`src/hw/rtl/tcd_pkg.sv`:
```
// ============================================================================
// Ternary terminated code decoder - package
// Symbol layout constants and the batch record passed to the output stage.
// ============================================================================
package tcd_pkg;

    localparam int BYTE_W        = 8;
    localparam int SYM_W         = 2;
    localparam int SYMS_PER_BYTE = 4;
    localparam int OUT_W         = 32;

    // Symbol code that closes a codeword
    localparam logic [SYM_W-1:0] SYM_END = 2'd3;

    // Results of one byte waiting for the output register
    typedef struct packed {
        logic [SYMS_PER_BYTE-1:0]            pend;
        logic [SYMS_PER_BYTE-1:0]            ovf;
        logic [SYMS_PER_BYTE-1:0][OUT_W-1:0] value;
    } t_batch;

endpackage

```
`src/hw/rtl/tcd_trit_step.sv`:
```
// ============================================================================
// Ternary terminated code decoder - symbol step
// Applies one 2-bit symbol to the accumulator: trit update with saturation,
// or codeword end (emit and clear).
// ============================================================================
module tcd_trit_step #(
    parameter int VALUE_WIDTH = 32
) (
    input  logic [VALUE_WIDTH-1:0]         i_acc,
    input  logic                           i_acc_ovf,
    input  logic [tcd_pkg::SYM_W-1:0]      i_sym,
    output logic [VALUE_WIDTH-1:0]         o_acc,
    output logic                           o_acc_ovf,
    output logic                           o_emit,
    output logic [tcd_pkg::OUT_W-1:0]      o_value,
    output logic                           o_value_ovf
);

    localparam int EXT_W = VALUE_WIDTH + 2;

    logic [EXT_W-1:0] wide;
    logic             sat;

    // acc*3 + trit + 1 never needs more than two extra bits
    assign wide = EXT_W'({i_acc, 1'b0}) + EXT_W'(i_acc) + EXT_W'(i_sym) + EXT_W'(1);
    assign sat  = |wide[EXT_W-1:VALUE_WIDTH];

    // Emitted result is the accumulator as it stands before this symbol
    assign o_emit      = (i_sym == tcd_pkg::SYM_END);
    assign o_value     = tcd_pkg::OUT_W'(i_acc);
    assign o_value_ovf = i_acc_ovf;

    always_comb begin
        if (o_emit) begin
            o_acc     = '0;
            o_acc_ovf = 1'b0;
        end else if (sat) begin
            o_acc     = '1;
            o_acc_ovf = 1'b1;
        end else begin
            o_acc     = wide[VALUE_WIDTH-1:0];
            o_acc_ovf = i_acc_ovf;
        end
    end

endmodule

```
`src/hw/rtl/tcd_unpack.sv`:
```
// ============================================================================
// Ternary terminated code decoder - byte unpack
// Holds the running accumulator, decodes all four symbols of an accepted
// byte in one pass and registers the codewords it completes as a batch.
// ============================================================================
module tcd_unpack #(
    parameter int VALUE_WIDTH = 32
) (
    input  logic                                 i_clk,
    input  logic                                 i_rst_n,
    input  logic                                 i_in_valid,
    output logic                                 o_in_stall,
    input  logic [tcd_pkg::BYTE_W-1:0]           i_code_byte,
    input  logic                                 i_final_byte,
    input  logic [tcd_pkg::SYMS_PER_BYTE-1:0]    i_pop,
    output tcd_pkg::t_batch                      o_batch
);

    localparam int NS = tcd_pkg::SYMS_PER_BYTE;

    logic [VALUE_WIDTH-1:0] r_acc;
    logic                   r_acc_ovf;
    tcd_pkg::t_batch        r_batch;

    logic [NS:0][VALUE_WIDTH-1:0]      acc_chain;
    logic [NS:0]                       ovf_chain;
    logic [NS-1:0]                     emit;
    logic [NS-1:0]                     emit_ovf;
    logic [NS-1:0][tcd_pkg::OUT_W-1:0] emit_value;
    logic                              accept;

    // Chain of symbol steps, low pair first
    assign acc_chain[0] = r_acc;
    assign ovf_chain[0] = r_acc_ovf;

    for (genvar g = 0; g < NS; g++) begin : g_step
        tcd_trit_step #(
            .VALUE_WIDTH (VALUE_WIDTH)
        ) u_step (
            .i_acc       (acc_chain[g]),
            .i_acc_ovf   (ovf_chain[g]),
            .i_sym       (i_code_byte[g*tcd_pkg::SYM_W +: tcd_pkg::SYM_W]),
            .o_acc       (acc_chain[g+1]),
            .o_acc_ovf   (ovf_chain[g+1]),
            .o_emit      (emit[g]),
            .o_value     (emit_value[g]),
            .o_value_ovf (emit_ovf[g])
        );
    end

    // Take a new byte once the batch drains this cycle
    assign o_in_stall = |(r_batch.pend & ~i_pop);
    assign accept     = i_in_valid && !o_in_stall;

    // Accumulator state
    always_ff @(posedge i_clk) begin
        if (!i_rst_n) begin
            r_acc     <= '0;
            r_acc_ovf <= 1'b0;
        end else if (accept) begin
            if (i_final_byte) begin
                r_acc     <= '0;
                r_acc_ovf <= 1'b0;
            end else begin
                r_acc     <= acc_chain[NS];
                r_acc_ovf <= ovf_chain[NS];
            end
        end
    end

    // Batch of pending results
    always_ff @(posedge i_clk) begin
        if (!i_rst_n) begin
            r_batch.pend <= '0;
        end else if (accept) begin
            r_batch.pend <= emit;
        end else begin
            r_batch.pend <= r_batch.pend & ~i_pop;
        end
        if (accept) begin
            r_batch.ovf   <= emit_ovf;
            r_batch.value <= emit_value;
        end
    end

    assign o_batch = r_batch;

endmodule

```
`src/hw/rtl/tcd_out.sv`:
```
// ============================================================================
// Ternary terminated code decoder - output register
// Moves pending results one per cycle unless the output stalls, in symbol
// order, into the result register and marks the last one of each byte.
// ============================================================================
module tcd_out (
    input  logic                               i_clk,
    input  logic                               i_rst_n,
    input  tcd_pkg::t_batch                    i_batch,
    output logic [tcd_pkg::SYMS_PER_BYTE-1:0]  o_pop,
    output logic                               o_out_valid,
    input  logic                               i_out_stall,
    output logic [tcd_pkg::OUT_W-1:0]          o_value,
    output logic                               o_overflow,
    output logic                               o_last
);

    localparam int NS = tcd_pkg::SYMS_PER_BYTE;

    logic                      r_valid;
    logic [tcd_pkg::OUT_W-1:0] r_value;
    logic                      r_ovf;
    logic                      r_last;

    logic                      out_free;
    logic                      load;
    logic [tcd_pkg::OUT_W-1:0] sel_value;
    logic                      sel_ovf;

    assign out_free = !r_valid || !i_out_stall;

    // Lowest pending slot goes first
    assign o_pop = out_free ? (i_batch.pend & (~i_batch.pend + NS'(1))) : '0;
    assign load  = |o_pop;

    always_comb begin
        sel_value = '0;
        sel_ovf   = 1'b0;
        for (int k = 0; k < NS; k++) begin
            sel_value = sel_value | (i_batch.value[k] & {tcd_pkg::OUT_W{o_pop[k]}});
            sel_ovf   = sel_ovf | (i_batch.ovf[k] & o_pop[k]);
        end
    end

    // Result register
    always_ff @(posedge i_clk) begin
        if (!i_rst_n) begin
            r_valid <= 1'b0;
        end else if (load) begin
            r_valid <= 1'b1;
        end else if (out_free) begin
            r_valid <= 1'b0;
        end
    end

    always_ff @(posedge i_clk) begin
        if (load) begin
            r_value <= sel_value;
            r_ovf   <= sel_ovf;
            r_last  <= ~|(i_batch.pend & ~o_pop);
        end
    end

    assign o_out_valid = r_valid;
    assign o_value     = r_value;
    assign o_overflow  = r_ovf;
    assign o_last      = r_last;

endmodule

```
`src/hw/rtl/ternary_terminated_code_decoder.sv`:
```
// ============================================================================
// Ternary terminated code decoder - top level
// Byte-wide decoder for a stream of ternary codewords, each closed by an
// end symbol, producing one saturating integer per codeword.
// ============================================================================
// A byte is decoded in the cycle it is accepted; its results pass the batch
// register, then the result register. Unless the output stalls, bytes that
// close at most one codeword are taken one per cycle, and a byte closing
// several stalls the input as the result register sends one codeword per
// cycle. The next byte is accepted in the cycle its last result moves to
// that register. Bytes that close no codeword produce nothing. o_last marks
// the final result of each byte. A value that passes VALUE_WIDTH bits is
// held at all ones with o_overflow set; o_value carries its low 32 bits.
module ternary_terminated_code_decoder #(
    parameter int VALUE_WIDTH = 32
) (
    input  logic                          i_clk,
    input  logic                          i_rst_n,
    input  logic                          i_in_valid,
    output logic                          o_in_stall,
    input  logic [tcd_pkg::BYTE_W-1:0]    i_code_byte,
    input  logic                          i_final_byte,
    output logic                          o_out_valid,
    input  logic                          i_out_stall,
    output logic [tcd_pkg::OUT_W-1:0]     o_value,
    output logic                          o_overflow,
    output logic                          o_last
);

    tcd_pkg::t_batch                      batch;
    logic [tcd_pkg::SYMS_PER_BYTE-1:0]    pop;

    // Accumulator and per-byte decode
    tcd_unpack #(
        .VALUE_WIDTH (VALUE_WIDTH)
    ) u_unpack (
        .i_clk        (i_clk),
        .i_rst_n      (i_rst_n),
        .i_in_valid   (i_in_valid),
        .o_in_stall   (o_in_stall),
        .i_code_byte  (i_code_byte),
        .i_final_byte (i_final_byte),
        .i_pop        (pop),
        .o_batch      (batch)
    );

    // Result register
    tcd_out u_out (
        .i_clk       (i_clk),
        .i_rst_n     (i_rst_n),
        .i_batch     (batch),
        .o_pop       (pop),
        .o_out_valid (o_out_valid),
        .i_out_stall (i_out_stall),
        .o_value     (o_value),
        .o_overflow  (o_overflow),
        .o_last      (o_last)
    );

endmodule

```
`config.mk`:
```
export PLATFORM = sky130hd
export DESIGN_NAME = ternary_terminated_code_decoder
export DESIGN_NICKNAME = d
export VERILOG_FILES = /design/src/hw/rtl/tcd_pkg.sv /design/src/hw/rtl/tcd_trit_step.sv /design/src/hw/rtl/tcd_unpack.sv /design/src/hw/rtl/tcd_out.sv /design/src/hw/rtl/ternary_terminated_code_decoder.sv
export SDC_FILE = /design/constraint.sdc
export NUM_CORES = 1
export LEC_CHECK = 0
export ABC_AREA = 1
export ABC_CLOCK_PERIOD_IN_PS = 13300
export BUFFER_PORTS_ARGS = -buffer_cell sky130_fd_sc_hd__buf_4
export CORE_MARGIN = 1.5
export CORE_UTILIZATION = 35
export DETAILED_ROUTE_END_ITERATION = 10
export PLACE_DENSITY_LB_ADDON = 0.15
export SYNTH_ARGS = -nofsm -noshare
export SYNTH_HDL_FRONTEND = slang
export SYNTH_SLANG_ARGS = --single-unit
```
`constraint.sdc`:
```
create_clock -name i_clk -period 13.3 [get_ports i_clk]
set_clock_uncertainty 0.15 [all_clocks]
set_input_delay 3.99 -clock i_clk [delete_from_list [all_inputs] [get_ports i_clk]]
set_output_delay 3.99 -clock i_clk [all_outputs]
set_load 0.01 [all_outputs]
```
==> results of run 1 <==
worst paths after layout:
check / end / slack (ns)
setup / recovery: u_unpack.r_acc[9]$_SDFFE_PN0P_ / 0.16
hold / removal: u_unpack.o_batch[128]$_DFFE_PP_ / 0.32
setup reg to reg: u_unpack.r_acc[9]$_SDFFE_PN0P_ / 3.07
hold reg to reg: u_unpack.o_batch[128]$_DFFE_PP_ / 0.32
per-stage QoR:
step | instance area [µm²] | util (%) | hold WS, ns | worst slack, ns | setup TNS (ns)
2_1_floorplan | 16800 | - | 0.280 | 0.0151 | 0
3_3_place_gp | 21500 | 45.3 | 0.297 | -1.35 | -42.39
3_5_place_dp | 21500 | 45.3 | 0.310 | -1.41 | -45.23
4_1_cts | 22900 | 48.2 | 0.328 | 0.00284 | 0
5_1_grt | 24100 | 50.8 | 0.330 | -0.318 | -8.89
6_report | 24200 | 50.8 | 0.322 | 0.158 | 0
sequential cells by signal, indices dropped and copies added, names as in the netlist:
name                count
u_unpack.o_batch      136
u_out.o_value          32
u_unpack.r_acc         32
u_out.o_last            1
u_out.o_out_valid       1
u_out.o_overflow        1
u_unpack.r_acc_ovf      1
timing repair:
item	4_1_cts	5_1_grt
resized for setup	133	248
gates cloned	3	2
pin swaps	25	65
setup endpoints to repair	33	33
buffers inserted	20	33
final cells by class:
cell class	instances	area (µm²)	area share, %
Clock inverter	14	114	0.471
Clock buffer	26	597	2.47
Timing Repair Buffer	597	4660	19.3
Multi-Input combinational cell	1596	11300	46.8
Tap cell	615	769	3.19
Sequential cell	204	5750	23.8
Antenna cell	1	2.50	0.0104
Inverter	253	960	3.97
cell families after synthesis:
| family | after synthesis | synth area share, % |
|---|---|---|
| compound gates | 433 | 14.4 |
| xor+xnor | 102 | 5.33 |
| fa+ha+maj | 260 | 19.8 |
| buf+inv | 294 | 6.68 |
| flops | 204 | 34.3 |
| simple gates | 801 | 19.6 |
layout by cell type, fill, tap and decap left out, types with 8 or more instances in the layout:
master	count
dfxtp_1	38
nand3_2	9
o21ai_0	79
clkbuf_16	25
nand2_1	473
ha_1	206
nand2_2	34
o21ai_2	25
xnor2_1	36
nor2_1	155
a21o_1	24
inv_1	208
nor2_2	9
a31oi_1	10
o21bai_1	14
inv_2	42
ha_4	41
o21ai_1	42
a21oi_1	128
xor2_1	65
buf_4	577
a21oi_2	51
buf_6	8
nand4_1	50
a21oi_4	10
o21a_1	8
nand2_4	13
edfxtp_1	166
nor3_1	9
nand3_1	27
worst max-delay path, delay by kind of cell:
| kind | cells | cell delay (ns) |
|---|---|---|
| adders and majority gates | 10 | 3.09 |
| buffers and inverters | 15 | 1.61 |
| AOI/OAI and AO/OA | 14 | 2.30 |
| and+or+nand+nor | 27 | 2.35 |
metal layers:
metal | vias up | wire length, µm
met4 | 0 | 1350
met5 | - | 0
met2 | 366 | 27000
li1 | 8312 | -
met1 | 7813 | 28500
met3 | 71 | 2770
==> key figures, run 1 <==
Setup path
  • Slowest CP cell: fa_1
  • WS Path Type: in -> reg
  • Worst setup startpoint: i_code_byte[1]
  • Crit Path Max Fanout: 9
  • Worst Reg-to-Reg Cells: 56
  • R2r startpoint: u_unpack.r_acc[25]$_SDFFE_PN0P_
  • Critical Path Most Common Cell: nand2_1
  • Setup crit end kind: register
  • Critical Path AT: 13.37 ns
  • Critical Path Source Type: input port
  • Required time worst endpoint: roughly 14 ns
  • Crit-path max cell delay: 0.46 ns

Yosys
  • Synth area leader: edfxtp_1
  • Library cells used by synthesis: 45
  • Async SR Flop Fraction: 0%
  • EDFF count, synth: approximately 170
  • Avg Inst Size Synth: between 8 and 9 µm²
  • Count leader, synth: nand2_1
  • Mapped Area: ~0.017 mm²
  • Register area share after synthesis: around 34%
  • YS warnings: 0
  • Syn Inst Count: roughly 2100
  • #FFs+latches synth: between 200 and 250
  • Top post-synthesis cells by count: 519 x nand2_1, 252 x ha_1, 249 x inv_1, 188 x a21oi_1, 167 x nor2_1
  • Synth top area cells: edfxtp_1 30%, ha_1 19%, nand2_1 12%
  • Synth top area share: 29.7%
  • Net Count, Synth: between 2000 and 2500
  • Prevailing post-synth register cell: edfxtp_1

GRT
  • Congestion Overflow GR: 0
  • Largest net degree at the start of global routing: 79
  • Global routing usage on met1: between 30 and 40%
  • Initial antenna violation count: 1
  • Number of global-route vias before repair: approximately 16000
  • Met2 usage: approximately 39%
  • Global-route wire length before repair: approximately 91000 µm
  • GRT met3 Usage: under 10%
  • Total GRT Usage: 23.7%
  • Top Usage Layer GRT: met2

Placed design
  • I/O Buffers: between 40 and 50
  • DP HPWL: roughly 47000 µm
  • Placed cell count: 3210
  • Routability cong.: roughly 0.94

Min path
  • Hold WC Path Type: reg -> reg
  • Min-Delay Path Depth: 0
  • Hold_sp: u_unpack.r_acc_ovf$_SDFFE_PN0P_

Finish
  • Fillers: 4538
  • Layout cells sized above 1: approximately 34%
  • Post-route insts no fill: 3306
  • Area delta synth->final: 44.0%
  • Final net count: roughly 2900

Floorplan
  • Top-Level Pins: roughly 50
  • Starting Density: a little over a third
  • Die Ht: between 200 and 250 µm
  • # rows: 80
  • Die width: 222 µm
  • Core ar.: between 0.04 and 0.05 mm²
  • Die area: a little under 0.05 mm²

Clocking
  • Clock Pin Slew Worst Setup and Hold Paths: ~0.070 ns
  • Number of CTS-inserted buffers: 22
  • Clock Path Buffers: 3
  • # hold bufs at CTS: 0
  • Clk root buf: clkbuf_16
  • H-tree levels: 1
  • CTS tree: yes
  • CTS Sinks: just over 200
  • Clock Latency Late Sink: 0.53 ns

Job
  • Max-cap viol count: 0

Drt
  • Drt pass-1 iters: 5
  • Avg Vias per Cell: 5.01
  • DRT iter0 DRCs: roughly 1100
  • Final WL: a little under 60000 µm
  • Residual DRC: 0
  • DR vias: around 17000
  • Wirelength per Cell: between 15 and 20 µm
  • ANT nets after route: 0

Timing
  • Max Fclk: between 70 and 80 MHz
  • Hold Vio Cnt, Final: 0
  • Tmin final: about 13 ns
  • Part of the cycle the worst path needs: 98.8%
  • Slew Limit Fails: 0
  • RSZ-0062 raised after global routing: true
  • Worst-margin pin slew: 1.06 ns
  • Rel. slew slack: 29.0%
  • Endpoints failing setup: 0

Outcome
  • Status: completed
Power of run 1 is not shown: default switching activity piles up to over one toggle a cycle in this logic, so the estimate is an artifact.
==> inputs of run 2 (changes only) <==
--- a/config.mk
+++ b/config.mk
@@ -8,6 +8,8 @@
 export ABC_AREA = 1
 export ABC_CLOCK_PERIOD_IN_PS = 13300
 export BUFFER_PORTS_ARGS = -buffer_cell sky130_fd_sc_hd__buf_4
+export CELL_PAD_IN_SITES_DETAIL_PLACEMENT = 0
+export CELL_PAD_IN_SITES_GLOBAL_PLACEMENT = 1
 export CORE_MARGIN = 1.5
 export CORE_UTILIZATION = 35
 export DETAILED_ROUTE_END_ITERATION = 10
==> key figures, run 2 (synthesis results as in run 1) <==
Finish
  • Most frequent cells in the layout: 549 x buf_4, 494 x nand2_1, 223 x inv_1
  • Final core utilization: 49.7% (-1.1 points)
  • Inserted Diodes: 0 (-1)
  • Max reg flops: 136 (unchanged)
  • Fillers: 4607 (+1.5%)
  • Final net count: 2914 (-1.1%)
  • Register area: 0.00575 mm² (unchanged)
  • Multi-input gate area: 0.0111 mm² (-2.0%)
  • Area delta synth->final: 41.0%
  • Most common cell after layout, fill and taps aside: buf_4
  • Layout cells sized above 1: 30.8% (-3.3 points)

Min path
  • Hold_sp: u_unpack.r_acc_ovf$_SDFFE_PN0P_
  • Hold endpoint: u_unpack.o_batch[128]$_DFFE_PP_
  • Hold WC Path Type: reg -> reg
  • Min-Delay Path Depth: 0 (unchanged)

Outcome
  • Failing checks: negative setup slack
  • Status: finished with violations

GRT
  • Largest net degree at the start of global routing: 78 (-1.3%)
  • Global-route wire length before repair: 90400 µm (-0.77%)
  • Initial antenna violation count: 1 (unchanged)
  • Total GRT Usage: 23.6% (-0.075 points)
  • Number of global-route vias before repair: 16390 (-0.50%)
  • Congestion Overflow GR: 0 (unchanged)

Setup path
  • R2r startpoint: u_unpack.r_acc[1]$_SDFFE_PN0P_
  • Crit Path Max Fanout: 17 (+8)
  • Critical Path Source Type: input port
  • Worst setup startpoint: i_code_byte[1]
  • Reg2Reg Setup Slack: 3.10 ns (+0.03 ns)
  • WS Path Type: in -> reg
  • Top delay family on crit path: adder cells
  • Critical Path AT: 13.51 ns (+0.14 ns)
  • Slowest CP cell: fa_1
  • FF-to-FF End: u_unpack.r_acc[15]$_SDFFE_PN0P_
  • Crit-path max cell delay: 0.52 ns (+0.06 ns)
  • Required time worst endpoint: 13.50 ns (-0.02 ns)
  • Worst Reg-to-Reg Cells: 63 (+13%)
  • Setup crit end kind: register
  • Critical Path Stages: 64 (-3.0%)
  • Crit path buf inv count: 15 (unchanged)
  • Critical Path Most Common Cell: nand2_1

Timing
  • Tmin final: 13.32 ns (+0.177 ns)
  • Endpoints failing setup: 2 (+2)
  • Slew Limit Fails: 0 (unchanged)
  • Worst-margin pin slew: 1.02 ns (-0.0468 ns)
  • Rel. slew slack: 32.1% (+3.1 points)
  • Part of the cycle the worst path needs: 100% (+1.3 points)
  • Max Fclk: 75.1 MHz (-1.3%)
  • PnR worst setup slack: -0.0194 ns (-0.177 ns)
  • Hold Vio Cnt, Final: 0 (unchanged)
  • Fin Hold WS: 0.350 ns (+0.0288 ns)
  • RSZ-0062 raised after global routing: true

Clocking
  • CTS tree: yes
  • CTS Sinks: 204 (unchanged)
  • Clock Path Buffers: 3 (unchanged)
  • Clock Latency Late Sink: 0.51 ns (-0.02 ns)
  • Clk root buf: clkbuf_16
  • # hold bufs at CTS: 0 (unchanged)
  • Number of CTS-inserted buffers: 21 (-4.5%)
  • Clock Pin Slew Worst Setup and Hold Paths: 0.06 ns (about the same)
  • H-tree levels: 1 (unchanged)

Drt
  • Final WL: 59800 µm (+0.35%)
  • DRT iter0 DRCs: 1069 (-2.3%)
  • Wirelength per Cell: 18.3 µm (+1.5%)
  • Avg Vias per Cell: 4.97 (-0.73%)
  • Drt pass-1 iters: 5 (unchanged)
  • DR vias: 16262 (-1.8%)
  • Residual DRC: 0 (unchanged)
  • ANT nets after route: 0 (unchanged)

Floorplan
  • Core ar.: 0.0475 mm² (unchanged)
  • Die Ht: 222 µm (unchanged)
  • # rows: 80 (unchanged)
  • Die width: 222 µm (unchanged)
  • Top-Level Pins: 49 (unchanged)
  • Starting Density: 35.3% (unchanged)
  • Die area: 0.0492 mm² (unchanged)

Placed design
  • DP HPWL: 47200 µm (+1.3%)
  • I/O Buffers: 48 (unchanged)
  • Routability cong.: 0.949 (+0.64%)

Job
  • Max-cap viol count: 0 (unchanged)
## run 2: routing by layer
metal	share of wire, %	up-vias	global-route usage (%)
met1	49	7644	34.4
met4	1.7	0	4.82
met3	4.4	55	1.74
li1	-	8250	-
met5	0	-	0
met2	45	313	38.3
## run 2: repair_timing
item | CTS | global route
endpoints found under the setup margin | 33 | 33
buffers inserted | 10 | 15
cloned | 3 | 5
pin swaps | 12 | 46
resized for setup | 96 | 184
## run 2: cell type report
| class | count | share of cell area, % |
|---|---|---|
| multi-input cells | 1596 | 46.8 |
| flip-flops and latches | 204 | 24.3 |
| repair buffers | 565 | 18.8 |
| inverters | 253 | 4.04 |
| well taps | 615 | 3.25 |
| clock buffers | 26 | 2.34 |
| clock inverters | 11 | 0.386 |
## run 2: how the worst max path moves through the flow
stage / end / slack (ns)
after floorplan: u_unpack.r_acc[28]$_SDFFE_PN0P_ / 0.02
after global routing: u_unpack.r_acc[23]$_SDFFE_PN0P_ / -0.54
after global placement: u_unpack.r_acc[16]$_SDFFE_PN0P_ / -1.17
final: u_unpack.r_acc[15]$_SDFFE_PN0P_ / -0.02
after detailed placement: u_unpack.r_acc[16]$_SDFFE_PN0P_ / -1.40
after CTS: u_unpack.r_acc_ovf$_SDFFE_PN0P_ / -0.24
## run 2: worst register-to-register path, delay by kind of cell (launching register included)
family | cells | cell delay, ns
buffers and inverters | 14 | 1.84
AOI/OAI and AO/OA | 15 | 2.26
and+or+nand+nor | 24 | 2.08
adders and majority gates | 10 | 3.26
DFF | 1 | 0.44
## run 2: per-stage QoR
| stage | TNS (ns) | setup slack (ns) | instances | instance area [µm²] |
|---|---|---|---|---|
| global route | -16.51 | -0.544 | 3270 | 23600 |
| CTS | -5.80 | -0.237 | 3251 | 22700 |
| detailed placement | -44.85 | -1.40 | 3201 | 21500 |
| floorplan | 0 | 0.0151 | 2094 | 16800 |
| global placement | -37.39 | -1.17 | 3201 | 21500 |
| finish | -0.0348 | -0.0194 | 3270 | 23600 |
Power of run 2 is left out for the same reason.
